$ cat src/rtl/core/som_pkg.sv
// ----------------------------------------------------------------------------
// som_pkg
// Shared constants, codes and tables of the self-organizing map block.
// ----------------------------------------------------------------------------
package som_pkg;

  localparam int unsigned MaxInputs  = 8;
  localparam int unsigned MaxRows    = 16;
  localparam int unsigned MaxCols    = 16;
  localparam int unsigned DataWidth  = 16;
  localparam int unsigned Neurons    = MaxRows * MaxCols;
  localparam int unsigned WeightDepth = Neurons * MaxInputs;

  // Input kinds
  localparam logic [1:0] KIND_LOAD     = 2'd0;
  localparam logic [1:0] KIND_TRAIN    = 2'd1;
  localparam logic [1:0] KIND_CLASSIFY = 2'd2;

  // Register indexes
  localparam logic [2:0] CFG_VECTOR_LENGTH = 3'd0;
  localparam logic [2:0] CFG_MAP_ROWS      = 3'd1;
  localparam logic [2:0] CFG_MAP_COLS      = 3'd2;
  localparam logic [2:0] CFG_START_ALPHA   = 3'd3;
  localparam logic [2:0] CFG_ALPHA_DECAY   = 3'd4;
  localparam logic [2:0] CFG_START_RADIUS  = 3'd5;
  localparam logic [2:0] CFG_RADIUS_DECAY  = 3'd6;

  // Request to the neighborhood gain unit
  typedef struct packed {
    logic        start;
    logic [20:0] root;   // floor(sqrt(d2) * 2^16)
    logic [16:0] rr;     // 2 * r^2
    logic [15:0] alpha;  // Q0.16
  } theta_req_t;

  typedef logic [20:0] sqrt_lut_t [256];

  function automatic longint unsigned isqrt(input longint unsigned v);
    longint unsigned res;
    longint unsigned bitv;
    longint unsigned rem;
    res  = 0;
    rem  = v;
    bitv = 64'd1 << 62;
    while (bitv > rem) bitv = bitv >> 2;
    while (bitv != 0) begin
      if (rem >= res + bitv) begin
        rem = rem - (res + bitv);
        res = (res >> 1) + bitv;
      end else begin
        res = res >> 1;
      end
      bitv = bitv >> 2;
    end
    return res;
  endfunction

  // Index {|di|, |dj|}: floor(sqrt(di^2 + dj^2) * 2^16)
  function automatic sqrt_lut_t build_sqrt_lut();
    sqrt_lut_t t;
    longint unsigned d2;
    for (int i = 0; i < 16; i++) begin
      for (int j = 0; j < 16; j++) begin
        d2 = longint'(i * i + j * j);
        t[i * 16 + j] = 21'(isqrt(d2 << 32));
      end
    end
    return t;
  endfunction

  localparam sqrt_lut_t SQRT_LUT = build_sqrt_lut();

endpackage

$ cat src/rtl/core/som_theta.sv
// ----------------------------------------------------------------------------
// som_theta
// Neighborhood gain: ta = round(theta * alpha), theta = 1 - root / rr,
// with a bit-serial restoring divider.
// ----------------------------------------------------------------------------
module som_theta (
  input  logic                clk_i,
  input  logic                rst_ni,
  input  som_pkg::theta_req_t req_i,
  output logic                done_o,
  output logic [16:0]         ta_o
);

  localparam logic [1:0] T_IDLE = 2'd0;
  localparam logic [1:0] T_DIV  = 2'd1;
  localparam logic [1:0] T_MUL  = 2'd2;

  logic [1:0]  state_q, state_d;
  logic [20:0] num_q, num_d;
  logic [16:0] rr_q, rr_d;
  logic [15:0] alpha_q, alpha_d;
  logic [16:0] rem_q, rem_d;
  logic [20:0] quo_q, quo_d;
  logic [4:0]  cnt_q, cnt_d;
  logic        zero_q, zero_d;
  logic        done_q, done_d;
  logic [16:0] ta_q, ta_d;

  logic [17:0] rem_sh;
  logic [16:0] theta;
  logic [33:0] prod;

  always_comb begin
    state_d = state_q;
    num_d   = num_q;
    rr_d    = rr_q;
    alpha_d = alpha_q;
    rem_d   = rem_q;
    quo_d   = quo_q;
    cnt_d   = cnt_q;
    zero_d  = zero_q;
    done_d  = 1'b0;
    ta_d    = ta_q;
    rem_sh  = {rem_q, num_q[20]};
    theta   = 17'd0;
    if (zero_q) begin
      theta = 17'h10000;
    end else if (quo_q[20:16] == 5'd0) begin
      theta = 17'h10000 - {1'b0, quo_q[15:0]};
    end
    prod = 34'(theta * alpha_q) + 34'd32768;

    case (state_q)
      T_IDLE: begin
        if (req_i.start) begin
          num_d   = req_i.root;
          rr_d    = req_i.rr;
          alpha_d = req_i.alpha;
          rem_d   = 17'd0;
          quo_d   = 21'd0;
          cnt_d   = 5'd20;
          zero_d  = (req_i.rr == 17'd0);
          state_d = (req_i.rr == 17'd0) ? T_MUL : T_DIV;
        end
      end
      T_DIV: begin
        // one quotient bit per cycle
        if (rem_sh >= {1'b0, rr_q}) begin
          rem_d = 17'(rem_sh - {1'b0, rr_q});
          quo_d = {quo_q[19:0], 1'b1};
        end else begin
          rem_d = rem_sh[16:0];
          quo_d = {quo_q[19:0], 1'b0};
        end
        num_d = {num_q[19:0], 1'b0};
        cnt_d = cnt_q - 5'd1;
        if (cnt_q == 5'd0) begin
          state_d = T_MUL;
        end
      end
      T_MUL: begin
        ta_d    = prod[32:16];
        done_d  = 1'b1;
        state_d = T_IDLE;
      end
      default: state_d = T_IDLE;
    endcase
  end

  always_ff @(posedge clk_i or negedge rst_ni) begin
    if (!rst_ni) begin
      state_q <= T_IDLE;
      done_q  <= 1'b0;
    end else begin
      state_q <= state_d;
      done_q  <= done_d;
    end
  end

  always_ff @(posedge clk_i) begin
    num_q   <= num_d;
    rr_q    <= rr_d;
    alpha_q <= alpha_d;
    rem_q   <= rem_d;
    quo_q   <= quo_d;
    cnt_q   <= cnt_d;
    zero_q  <= zero_d;
    ta_q    <= ta_d;
  end

  assign done_o = done_q;
  assign ta_o   = ta_q;

endmodule
$ cat config.mk
export PLATFORM = sky130hd
export DESIGN_NAME = som_theta
export DESIGN_NICKNAME = d
export VERILOG_FILES = /design/src/rtl/core/som_pkg.sv /design/src/rtl/core/som_theta.sv
export SDC_FILE = /design/constraint.sdc
export NUM_CORES = 1
export LEC_CHECK = 0
export BUFFER_PORTS_ARGS = -buffer_cell sky130_fd_sc_hd__buf_2
export CORE_ASPECT_RATIO = 1.1
export CORE_MARGIN = 2
export CORE_UTILIZATION = 30
export DETAILED_ROUTE_END_ITERATION = 10
export GPL_TIMING_DRIVEN = 0
export SETUP_SLACK_MARGIN = 0.2
export SKIP_LAST_GASP = 1
export SLEW_MARGIN = 20
export SYNTH_ARGS = -nofsm -noshare
export SYNTH_HDL_FRONTEND = slang
export SYNTH_SLANG_ARGS = --single-unit
$ cat constraint.sdc
create_clock -name clk_i -period 16.85 [get_ports clk_i]
set_input_delay 0.8425 -clock clk_i [delete_from_list [all_inputs] [get_ports clk_i]]
set_output_delay 0.8425 -clock clk_i [all_outputs]
set_load 0.005 [all_outputs]
Yosys cells after proc, flatten, opt, wreduce, memory -nomap -nowiden
Cells that the tools add are included.
{ "classes": {"add_sub_neg": 4, "multipliers": 1, "order_cmp": 1, "eq_ne": 4, "muxes": 17, "reduce_logical": 8} }
{ "ops": {"columns": ["cell", "n"], "rows": [
  ["case mux 21 bit (2 select lines)", 2],
  ["two-way mux 17 bit", 4],
  ["two-way mux 21 bit", 2],
  ["case mux 17 bit (2 select lines)", 1],
  ["adder 33 x 16 -> 33 bit (second input constant)", 1],
  ["multiplier 17 x 16 -> 33 bit", 1],
  [">= comparator 18 x 17 -> 1 bit", 1],
  ["logical NOT 17 bit", 1],
  ["subtractor 17 x 16 -> 17 bit (first input constant)", 1],
  ["subtractor 17 bit", 1],
  ["logical NOT 5 bit", 2],
  ["case mux 5 bit (2 select lines)", 1],
  ["two-way mux 2 bit", 3],
  ["AND reduction 2 bit", 3],
  ["two-way mux 5 bit", 1],
  ["subtractor 5 x 1 -> 5 bit (second input constant)", 1],
  ["inequality test 2 bit (second input constant)", 2],
  ["case mux 2 bit (2 select lines)", 1],
  ["== test 2 x 1 -> 1 bit (second input constant)", 1],
  ["== test 2 bit (second input constant)", 1],
  ["logical NOT 2 bit", 1],
  ["two-way mux 1 bit", 2],
  ["nonzero test 2 bit", 1]
]} }
{ "totals": {"regBits": 118, "in_bits": 57, "out_inout_bits": 18, "wordCells": 45} }

Logic depth before layout (Yosys ltp)
Gate-level depths: netlist of run 1.
{ "logic_depth": {"word_depth": 5, "depth_mapped": 30, "depth_no_buf": 27} }

Least setup slack after synthesis of run 1
OpenSTA, ideal clock, no wires.
{ "synth_timing": {"path_type": "register to register", "from": "reg quo_q[0]", "to": "reg ta_q[13] (netlist: ta_o[13]) (data pin)", "setup_ps": 258, "t_arrival_ps": 6970, "required_ps": 16592, "slack_ps": 9622, "path_stages_with_launch": 26, "path_buffers": 1, "period_less_slack_ps": 7228, "path_cell_list": "edfxtp_1 or3_1 or4_1 nor4_2 xor2_1 nor2_2 buf_2 and2_1 fa_1 inv_1 fa_1 fa_1 inv_1 fa_1 fa_1 inv_1 fa_1 inv_1 ha_1 nand2_1 or4_1 a21oi_1 nor4_2 o31ai_2 a21oi_1 xnor2_1"} }
{ "synth_via": {"elab_chain_len": 5} }
{ "synth_rtl": {"columns": ["item", "line", "rtl"], "rows": [
  ["start, declared", "som_theta.sv:23", "logic [20:0] quo_q, quo_d;"],
  ["start signal, assigned", "som_theta.sv:105", "quo_q <= quo_d;"],
  ["subtractor 17 x 16 -> 17 bit", "som_theta.sv:49", "theta = 17'h10000 - {1'b0, quo_q[15:0]};"],
  ["two-way mux 17 bit", "som_theta.sv:48", "end else if (quo_q[20:16] == 5'd0) begin"],
  ["two-way mux 17 bit", "som_theta.sv:46", "if (zero_q) begin"],
  ["multiplier 17 x 16 -> 33 bit", "som_theta.sv:51", "prod = 34'(theta * alpha_q) + 34'd32768;"],
  ["adder 33 x 16 -> 33 bit", "som_theta.sv:51", null],
  ["named net prod[29]", "som_theta.sv:31", "logic [33:0] prod;"],
  ["end signal, assigned", "som_theta.sv:108", "ta_q <= ta_d;"],
  ["end, declared", "som_theta.sv:27", "logic [16:0] ta_q, ta_d;"]
]} }
The timed path passes the listed nets, and every way through them passes these cells.
A chain may end at the register's enable or synchronous reset.

Worst setup path after layout of run 1
{ "layout_timing": {"from": "reg quo_q[0]", "to": "reg ta_q[16] (netlist: ta_o[16]) (data pin)"} }
Same word-level chain as after synthesis.

==> impl_results.md, run 1 <==
* Synthesized cell area at roughly 15,000 um2
* CP arrival at a little under 9000 ps
* Crit-path max FO at 10
* Hold slack at around 170 ps
* Post-Syn Nets at 1,923
* Diodes inserted at 0
* Synth area leader: fa_1
* IO Pins at between 70 and 80
* Worst Path Required at 17,050 ps
* DR pass1 iterations at 8
* Residual DRC at 0
* Top cells by area, synth: fa_1 (28%), edfxtp_1 (23%), ha_1 (11%)
* IO Port Bufs at 74
* Antenna violations before repair at 3
* Nets at between 2k and 2.5k
* CTS Buf Count at 17
* Clock transition at the registers of the reported paths at around 60 ps
* Dpl cells at roughly 2.3k
* Max Cap Violations at 0
* Final Non-Filler Cells at about 2.3k
* Cell Pwr Density at around 170 nW/um2
* Layout cell share with drive strength beyond 1 at about a tenth
* RSZ-0062 raised after global routing: no
* Routability cong. at 0.894
* Max Slew Vio Count at 0
* Yosys reg bits at about 120
* First-pass GRT wire length at around 60,000 um
* Die ar. at roughly 50,000 um2
* Height of the die at around 240 um
* CTS tree: built
* Most frequent cell after synthesis: inv_1
* FFs w/ async S/R, synth at 2.54%
* Synth-to-layout area growth at 12.5%
* Post_cts resized at 0
* CTS max path bufs at 2
* R2R Path End: ta_o[16]
* Yosys warning total at 0
* Number of global-route vias before repair at about 11k
* Hold Crit Class: input pin to asynchronous set/reset pin
* Pin slew with the least headroom to its limit at ~900 ps
* CP Class: register to register
* Placed Area at around 16,000 um2
* Clk_skew at ~14 ps
* Final Setup Violations at 0
* Maximum VDD drop at about 0.12 mV
* H-tree Lvls at 4
* Worst Slack Setup Final at 8190 ps
* Die W at roughly 220 um
* Grt ovf at 0
* Origin of the critical flop-to-flop path: quo_q[0]
* Row cnt at 85
* Final period utilization at 51.4%
* Core Area at just under 50,000 um2
* Worst slew margin at 39.4%
* Worst path max stage delay at 560 ps
* Via density at around 4.7
* Latest clock arrival within the worst-skew pair at roughly 460 ps
* CP Launch Type: register
* CTS root buf: clkbuf_16
* Cell mode on critical path: fa_1
* Detailed Place HPWL at between 30,000 and 40,000 um
* Post-route cell area at 16,600 um2
* Unique masters post-synth at 66
* Setup WS pre-CTS at ~8400 ps
* Mean Syn Cell Area at between 9 and 10 um2
* Syn Inst Count at about 1.5k
* Fmax at between 100 and 150 MHz
* Prevailing post-synth register cell: edfxtp_1
* Initial DRC Count at 687
* Worst reg-to-reg path cell count at 28
* Hold Vio Cnt, Final at 0
* Synth top cells by count: inv_1 (277), nand2_1 (228), fa_1 (208), and2_1 (158), ha_1 (134)
* Final antenna-violating net count at 0
* Clk sink count at about 120
* Initial core utilization at slightly above 30%
* Slowest cell on crit path: fa_1
* Status: complete, no violations
* WL/cell at roughly 16 um
* Routed vias at 10.8k
* Wirelength, routed at between 30,000 and 40,000 um
* EDFF count, synth at roughly 120
* Post-CTS Setup Bufs at 0
* Synth top area share at around 28%
* Setup_tns at 0 ps
* Hold buffer count at cts at 0
* Seq/Total Area, Yosys at 23.9%
* Critical Path Sink Type: register
* Leak Pwr at about 8 nW
* R2R Setup Slk at between 8000 and 9000 ps
* GRT Total Usage at 15.2%
* Tmin final at approximately 8700 ps
* Largest net degree at the start of global routing at a little over 50
power breakdown:
group	internal, mW	total (mW)	switching, mW
combinational	0.694	1.80	1.10
sequential	0.514	0.598	0.0840
clock	0.206	0.361	0.155
total	1.41	2.76	1.34
cell usage in the layout (no fill, tap or decap), types with 10 or more instances in the layout:
cell and count:
edfxtp_1 115, a21oi_1 39, ha_1 134, a21o_1 10, o21a_1 12, inv_1 276
nor2_1 55, fa_1 208, o21ai_0 23, nand2_1 227, and2_1 158, xor2_1 14
nor3_1 10, clkbuf_16 17, and3_1 18, xnor2_1 30, nand3_1 12, buf_2 91
clkbuf_1 36
registers in the layout, summed over array words and instances, names as in the netlist:
register,cells
num_q,21
quo_q,21
rem_q,17
rr_q,17
ta_o,17
alpha_q,16
cnt_q,5
state_q,2
done_o,1
zero_q,1
metrics by stage:
| stage | total power, mW | util [%] |
|---|---|---|
| after floorplan | 1.87 | - |
| after detailed placement | 2.41 | 32.9 |
| after global placement | 2.37 | 32.7 |
| after CTS | 2.79 | 34.0 |
| after global routing | 3.03 | 34.0 |
| final | 2.76 | 34.0 |
final cells by class:
type,count,area [um2]
clock buffer,18,429
tap,652,816
buffer,56,243
sequential,118,3530
timing repair buffer,78,444
fill,5022,32200
clock inverter,14,144
multi-input combinational,1073,9980
inverter,277,1040
cells by family (layout without fill, tap and decap cells):
group	count (synthesis)	after routing	synth area share, %
xor gates and xnor gates	44	44	2.61
adders and majority gates	342	342	39.5
muxes	9	9	0.610
AOI/OAI and AO/OA	131	131	5.87
and+or+nand+nor	547	547	18.8
DFF	118	118	23.9
buffers and inverters	333	443	8.68
worst max-delay path: cells and delay by family, from the launching register on:
family | cells | cell delay [ps]
flops | 1 | 540
compound gates | 4 | 900
fa+ha+maj | 8 | 3480
xor+xnor | 2 | 230
simple gates | 7 | 2170
buf+inv | 7 | 1090
worst max path at each step:
stage	endpoint	start	cells past startpoint	slack [ps]
global placement	ta_o[16]	quo_q[0]	25	8450
CTS	ta_o[16]	quo_q[0]	28	8360
floorplan	ta_o[13]	quo_q[0]	25	9620
global route	ta_o[16]	quo_q[0]	28	7880
finish	ta_o[16]	quo_q[0]	28	8190
detailed placement	ta_o[16]	quo_q[0]	28	8400
layer usage:
layer | GRT usage, % | up-vias | part of all wire [%]
met1 | 17.8 | 5408 | 40
met4 | 6.79 | 4 | 4.0
li1 | - | 5020 | -
met3 | 3.56 | 84 | 5.8
met2 | 26.6 | 301 | 50
met5 | 0 | - | 0.072
Power figures use the tool's default switching activity.
==> run 2, diff against run 1 <==
- clock period: 16.85 -> 8.5 ns (I/O delays scaled with it)
==> run 2 against run 1 <==
  * Combinational power is 100% higher
  * Via count is 0.89% higher
  * Final cell count is 0.74% higher
  * Count of clock-buffer cells in the layout stayed put
  * Worst setup slack worse by 7700 ps
  * Critical path depth is 2 lower
==> impl_results.md, run 2 (same netlist as run 1, synthesis figures left out) <==
* WL/cell at 16.4 um (about the same)
* Fmax at 125 MHz (+8.0%)
* Sw Ratio at 48.8% (+0.14 points)
* Clock share of power at 12.9% (-0.2 points)
* Cell internal pwr at 2.84 mW (+100%)
* Status: complete, no violations
* Core Util, Final at 34.6% (+0.59 points)
* Final antenna-violating net count at 0 (unchanged)
* Setup WS pre-CTS at 46.2 ps (-8350 ps)
* Number of global-route vias before repair at 11.3k (+0.20%)
* Commonest non-fill, non-tap cell in the layout: inv_1
* Comb power frac at 65.7% (+0.5 points)
* Slowest cell on crit path: or4_4
* Hold Vio Cnt, Final at 0 (unchanged)
* CTS tree: built
* Clock transition at the registers of the reported paths at 70 ps (about the same)
* Hold slack at 139 ps (-30.4 ps)
* Top delay family on crit path: adder cells
* Latest clock arrival within the worst-skew pair at 460 ps (about the same)
* Row cnt at 85 (unchanged)
* Diodes inserted at 0 (unchanged)
* Post-route cell area at 16,900 um2 (+1.7%)
* Residual DRC at 0 (unchanged)
* CTS root buf: clkbuf_16
* RSZ-0062 raised after global routing: no
* Reg power frac at 21.4% (-0.3 points)
* Final Setup Violations at 0 (unchanged)
* DR pass1 iterations at 5 (-3)
* Leak Pwr at 8.08 nW (+1.5%)
* Core Area at 48,800 um2 (unchanged)
* Buffer and inverter count on the worst path at 5 (-2)
* Clk_skew at 13.2 ps (-0.334 ps)
* Critical Path Sink Type: register
* Final period utilization at 94.3% (+43 points)
* Pin slew with the least headroom to its limit at 770 ps (-134 ps)
* GRT Total Usage at 15.3% (+0.031 points)
* Initial DRC Count at 741 (+7.9%)
* Wirelength, routed at 37,800 um (+0.72%)
* Die W at 216 um (unchanged)
* Detailed Place HPWL at 30,400 um (unchanged)
* Grt ovf at 0 (unchanged)
* Worst path max stage delay at 630 ps (+70 ps)
* Die ar. at 51,000 um2 (unchanged)
* Via density at 4.74 (+0.14%)
* Synth-to-layout area growth at 14.5%
* Initial core utilization at 30.3% (unchanged)
* Worst Slack Setup Final at 487 ps (-7710 ps)
* Switch Pwr at 2.71 mW (+100%)
* H-tree Lvls at 4 (unchanged)
* CTS Buf Count at 17 (unchanged)
* Routability cong. at 0.894 (unchanged)
* CP arrival at 8210 ps (-640 ps)
* CP Launch Type: register
* Clk sink count at 118 (unchanged)
* Largest regs: num_q x21, quo_q x21
* Max Cap Violations at 0 (unchanged)
* Cell mode on critical path: fa_1
* Setup_tns at 0 ps (unchanged)
* Nets at 2,037 (+0.84%)
* Routed vias at 10.9k (+0.89%)
* Worst slew margin at 48.5% (+9.2 points)
* Hold Crit Class: input pin to register
* Largest net degree at the start of global routing at 51 (unchanged)
* Layout cell share with drive strength beyond 1 at 11.3% (+1.8 points)
* Antenna violations before repair at 2 (-1)
* Crit-path max FO at 10 (unchanged)
* CP Class: register to register
* Most frequent cells in the layout: inv_1 (275), nand2_1 (227), fa_1 (208)
* IO Pins at 75 (unchanged)
* Cell Pwr Density at 329 nW/um2 (+98%)
* Worst Path Required at 8700 ps (-8350 ps)
* Maximum VDD drop at 0.234 mV (+99%)
* Placed Area at 16,000 um2 (unchanged)
* Max Slew Vio Count at 0 (unchanged)
* First-pass GRT wire length at 59,900 um (+0.21%)
* Tmin final at 8010 ps (-643 ps)
* CTS max path bufs at 2 (unchanged)
* Height of the die at 237 um (unchanged)
* IO Port Bufs at 74 (unchanged)
==> run 2: changes by cell type in the layout (fill, tap and decap cells not counted), moves of 4 or more <==
cell      before  now
buf_4          2   19
nor2_4         0   11
nor2_2         9    2
clkbuf_4       0    6
buf_2         91   85
nor2_1        55   51
==> run 2: what timing repair did <==
action                                  in CTS  in global routing
pin swaps                                    0                 10
buffers inserted                             0                 16
endpoints found under the setup margin       3                 11
gates resized for setup                      5                 37
hold buffers                                 1                  0
hold endpoints to repair                     3                  0
==> run 2: cell type report <==
| type | instances | area [um2] |
|---|---|---|
| multi-input combinational | 1073 | 10100 |
| timing repair buffer | 95 | 574 |
| clock buffer | 18 | 429 |
| inverter | 277 | 1040 |
| fill | 4995 | 31900 |
| sequential | 118 | 3530 |
| tap | 652 | 816 |
| clock inverter | 14 | 144 |
| buffer | 56 | 263 |
==> run 2: worst register-to-register path: stages (launching register included) <==
cell and delay, ps:
edfxtp_1 500, or4_4 640, nor4_4 180, nor3b_2 250
nand2_1 90, xnor2_1 160, nor2_2 300, clkbuf_4 320
nand2_1 110, fa_1 530, fa_1 530, fa_1 530
inv_1 70, fa_1 490, fa_1 490, inv_1 50
fa_1 550, inv_1 60, ha_1 260, clkbuf_1 200
a21oi_2 260, o21ai_1 130, a211o_1 290, a21oi_1 290
o21ai_1 200, a21oi_1 210, xnor2_1 90
==> run 2: through the flow <==
step | instances | total power [mW]
6_report | 2303 | 5.56
5_1_grt | 2303 | 6.09
4_1_cts | 2287 | 5.53
3_5_place_dp | 2254 | 4.77
3_3_place_gp | 2250 | 4.70
2_1_floorplan | 1524 | 3.71
==> run 2: path summary, 6_finish.rpt <==
path                                   end     start  depth (start not counted)  slack [ps]
worst max-delay path              ta_o[15]  quo_q[6]                         26         490
worst min-delay path            alpha_q[8]  req_i[8]                          1         140
worst max register to register    ta_o[15]  quo_q[6]                         26         490
worst min register to register    num_q[4]  num_q[3]                          2         510
max in group asynchronous       state_q[0]    rst_ni                          2        8090
min in group asynchronous       state_q[1]    rst_ni                          2         300
==> run 2: routing by layer <==
metal / global-route usage, % / share of wire [%] / up-vias
li1: - / - / 5063
met5: 0 / 0.071 / -
met4: 6.88 / 4.0 / 4
met3: 3.33 / 5.6 / 82
met1: 17.9 / 40 / 5479
met2: 26.7 / 51 / 285
==> run 2: power by group through the flow <==
stage / registers (mW) / clock network [mW] / logic (mW)
after floorplan: 1.14 / 0 / 2.57
after global placement: 1.21 / 0 / 3.49
after detailed placement: 1.19 / 0 / 3.58
after CTS: 1.19 / 0.734 / 3.61
after global routing: 1.22 / 0.760 / 4.11
final: 1.19 / 0.716 / 3.65
==> run 3, diff against run 2 <==
- CELL_PAD_IN_SITES_DETAIL_PLACEMENT: not set -> 1
- CELL_PAD_IN_SITES_GLOBAL_PLACEMENT: not set -> 1
- PLACE_DENSITY_LB_ADDON: not set -> 0.1
==> run 3 against run 2 <==
  * Clock skew up 3.7 ps
  * Via count fell by 0.35%
  * Sequential power is essentially flat
  * Critical path type unchanged
  * Critical path depth unchanged
  * Fmax increased by 0.43%
  * Die area unchanged
  * Largest cell class unchanged
  * Final cell count hardly changed
  * Register-to-register slack better by 30 ps
  * Global-route usage is 4.1 points higher
  * Power increased by 6.2%
==> impl_results.md, run 3 (same netlist as run 1, synthesis figures left out) <==
* Origin of the critical flop-to-flop path: quo_q[19]
* Area occupied by multi-input gates at 10,200 um2 (+0.77%)
* CTS Buf Count at 17 (unchanged)
* Post-route cell area at 17,000 um2 (+0.80%)
* Critical Path Sink Type: register
* First-pass GRT wire length at 72,700 um (+21%)
* Grt ovf at 0 (unchanged)
* Beginning of the worst hold path: req_i[3]
* Clk_skew at 17.0 ps (+3.71 ps)
* Clock transition at the registers of the reported paths at 70 ps (about the same)
* Routability cong. at 0.815 (-8.9%)
* Synth-to-layout area growth at 15.4%
* Most frequent cells in the layout: inv_1 (275), nand2_1 (226), fa_1 (204)
* Total power at 5.90 mW (+6.2%)
* Reg power frac at 20.4% (-1.0 points)
* IO Port Bufs at 74 (unchanged)
* Clock share of power at 13.2% (+0.3 points)
* Largest regs: num_q x21, quo_q x21
* Reg area at 3530 um2 (unchanged)
* CTS tree: built
* Largest net degree at the start of global routing at 35 (-31%)
* Slowest cell on crit path: nor2_1
* Die ar. at 51,000 um2 (unchanged)
* Worst slew margin at 34.5% (-14 points)
* Leak Pwr at 8.14 nW (+0.65%)
* Final Non-Filler Cells at 2,304 (+0.043%)
* Dpl cells at 2,253 (-0.044%)
* Initial DRC Count at 394 (-47%)
* Wirelength, routed at 47,500 um (+26%)
* Final antenna-violating net count at 0 (unchanged)
* Clk sink count at 118 (unchanged)
* Max Cap Violations at 0 (unchanged)
* Tmin final at 7980 ps (-34.3 ps)
* Core Area at 48,800 um2 (unchanged)
* Hold Crit Class: input pin to register
* Worst path max stage delay at 700 ps (+70 ps)
* Final Setup Violations at 0 (unchanged)
* Via density at 4.72 (-0.39%)
* Number of global-route vias before repair at 12.1k (+7.4%)
* Filler cell count at 5,570 (+12%)
* Initial core utilization at 30.3% (unchanged)
* Crit-path max FO at 10 (unchanged)
* IO Pins at 75 (unchanged)
* Routed vias at 10.9k (-0.35%)
* Commonest non-fill, non-tap cell in the layout: inv_1
* Crit path launch: quo_q[19]
* Comb power frac at 66.4% (+0.7 points)
* Latest clock arrival within the worst-skew pair at 470 ps (about the same)
* WL/cell at 20.6 um (+25%)
* Nets at 2,038 (+0.049%)
* Routing usage on met1 at 23.3% (+5.3 points)
* Row cnt at 85 (unchanged)
* RSZ-0062 raised after global routing: no
* Worst Path Required at 8710 ps (about the same)
* DR pass1 iterations at 5 (unchanged)
* Fmax at 125 MHz (+0.43%)
* Core Util, Final at 34.9% (+0.28 points)
* CP Launch Type: register
* Maximum VDD drop at 0.171 mV (-27%)
* Residual DRC at 0 (unchanged)
* H-tree Lvls at 4 (unchanged)
* CTS max path bufs at 2 (unchanged)
* Diodes inserted at 0 (unchanged)
* Pin slew with the least headroom to its limit at 973 ps (+203 ps)
* Detailed Place HPWL at 38,100 um (+26%)
* Layout cell share with drive strength beyond 1 at 12.2% (+0.90 points)
* Height of the die at 237 um (unchanged)
* CTS root buf: clkbuf_16
* Final period utilization at 93.9% (-0.40 points)
* Setup WS pre-CTS at -670 ps (-716 ps)
* Sw Ratio at 49.5% (+0.68 points)
* Worst Slack Setup Final at 521 ps (+34.3 ps)
* Switch Pwr at 2.92 mW (+7.6%)
* CP Class: register to register
* Cell internal pwr at 2.98 mW (+4.8%)
* Die W at 216 um (unchanged)
* Hold Vio Cnt, Final at 0 (unchanged)
* Cell Pwr Density at 346 nW/um2 (+5.3%)
* CP arrival at 8190 ps (-20 ps)
* Met2 usage in global routing at 33.5% (+6.9 points)
* Max Slew Vio Count at 0 (unchanged)
* Placed Area at 16,000 um2 (about the same)
* GRT Total Usage at 19.4% (+4.1 points)
* Antenna violations before repair at 4 (+2)
* Met3 usage at 4.03% (+0.71 points)
* Status: complete, no violations
* GRT Max-Usage Layer: met2
run 3: metal layers:
layer	part of all wire (%)	wire, um
met1	41	19600
met2	50	24000
met3	4.0	1900
met4	4.3	2030
met5	0.067	32
run 3: worst paths after layout:
kind | to | slack, ps | depth (start not counted)
min | alpha_q[3] | 120 | 1
max in group asynchronous | done_o | 8050 | 2
min reg2reg | num_q[1] | 510 | 2
max reg2reg | ta_o[16] | 520 | 26
max | ta_o[16] | 520 | 26
min in group asynchronous | state_q[1] | 310 | 2
run 3: power groups by stage:
stage,sequential (mW),clock (mW),combinational [mW]
2_1_floorplan,1.14,0,2.57
3_3_place_gp,1.23,0,3.82
3_5_place_dp,1.21,0,3.87
4_1_cts,1.20,0.812,3.96
5_1_grt,1.24,0.827,4.43
6_report,1.21,0.778,3.91
run 3: stage by stage:
step | hold slack [ps] | setup TNS (ps)
final | 121 | 0
after global placement | 235 | -2680
after detailed placement | 243 | -2750
after global routing | 85.9 | 0
after floorplan | 129 | 0
after CTS | 64.8 | 0
run 3: cell type report:
class                   count  area share [%]
flip-flops and latches    118            20.7
clock buffers              21            2.70
well taps                 652            4.79
plain buffers              56            1.64
inverters                 277            6.10
clock inverters            11           0.874
repair buffers             96            3.39
multi-input cells        1073            59.8
run 3: what timing repair did:
action / CTS / global route
hold buffers: 1 / 0
endpoints found under the setup margin: 16 / 10
pin swaps: 7 / 14
resized for setup: 28 / 38
buffers inserted: 6 / 12
endpoints found under the hold margin: 3 / 0
run 3: critical path: cells and delay by family (launching register included):
| kind | cells | cell delay [ps] |
|---|---|---|
| xor gates and xnor gates | 1 | 90 |
| DFF | 1 | 380 |
| buffers and inverters | 8 | 920 |
| and+or+nand+nor | 6 | 2420 |
| adders and majority gates | 7 | 3050 |
| AOI/OAI and AO/OA | 4 | 860 |
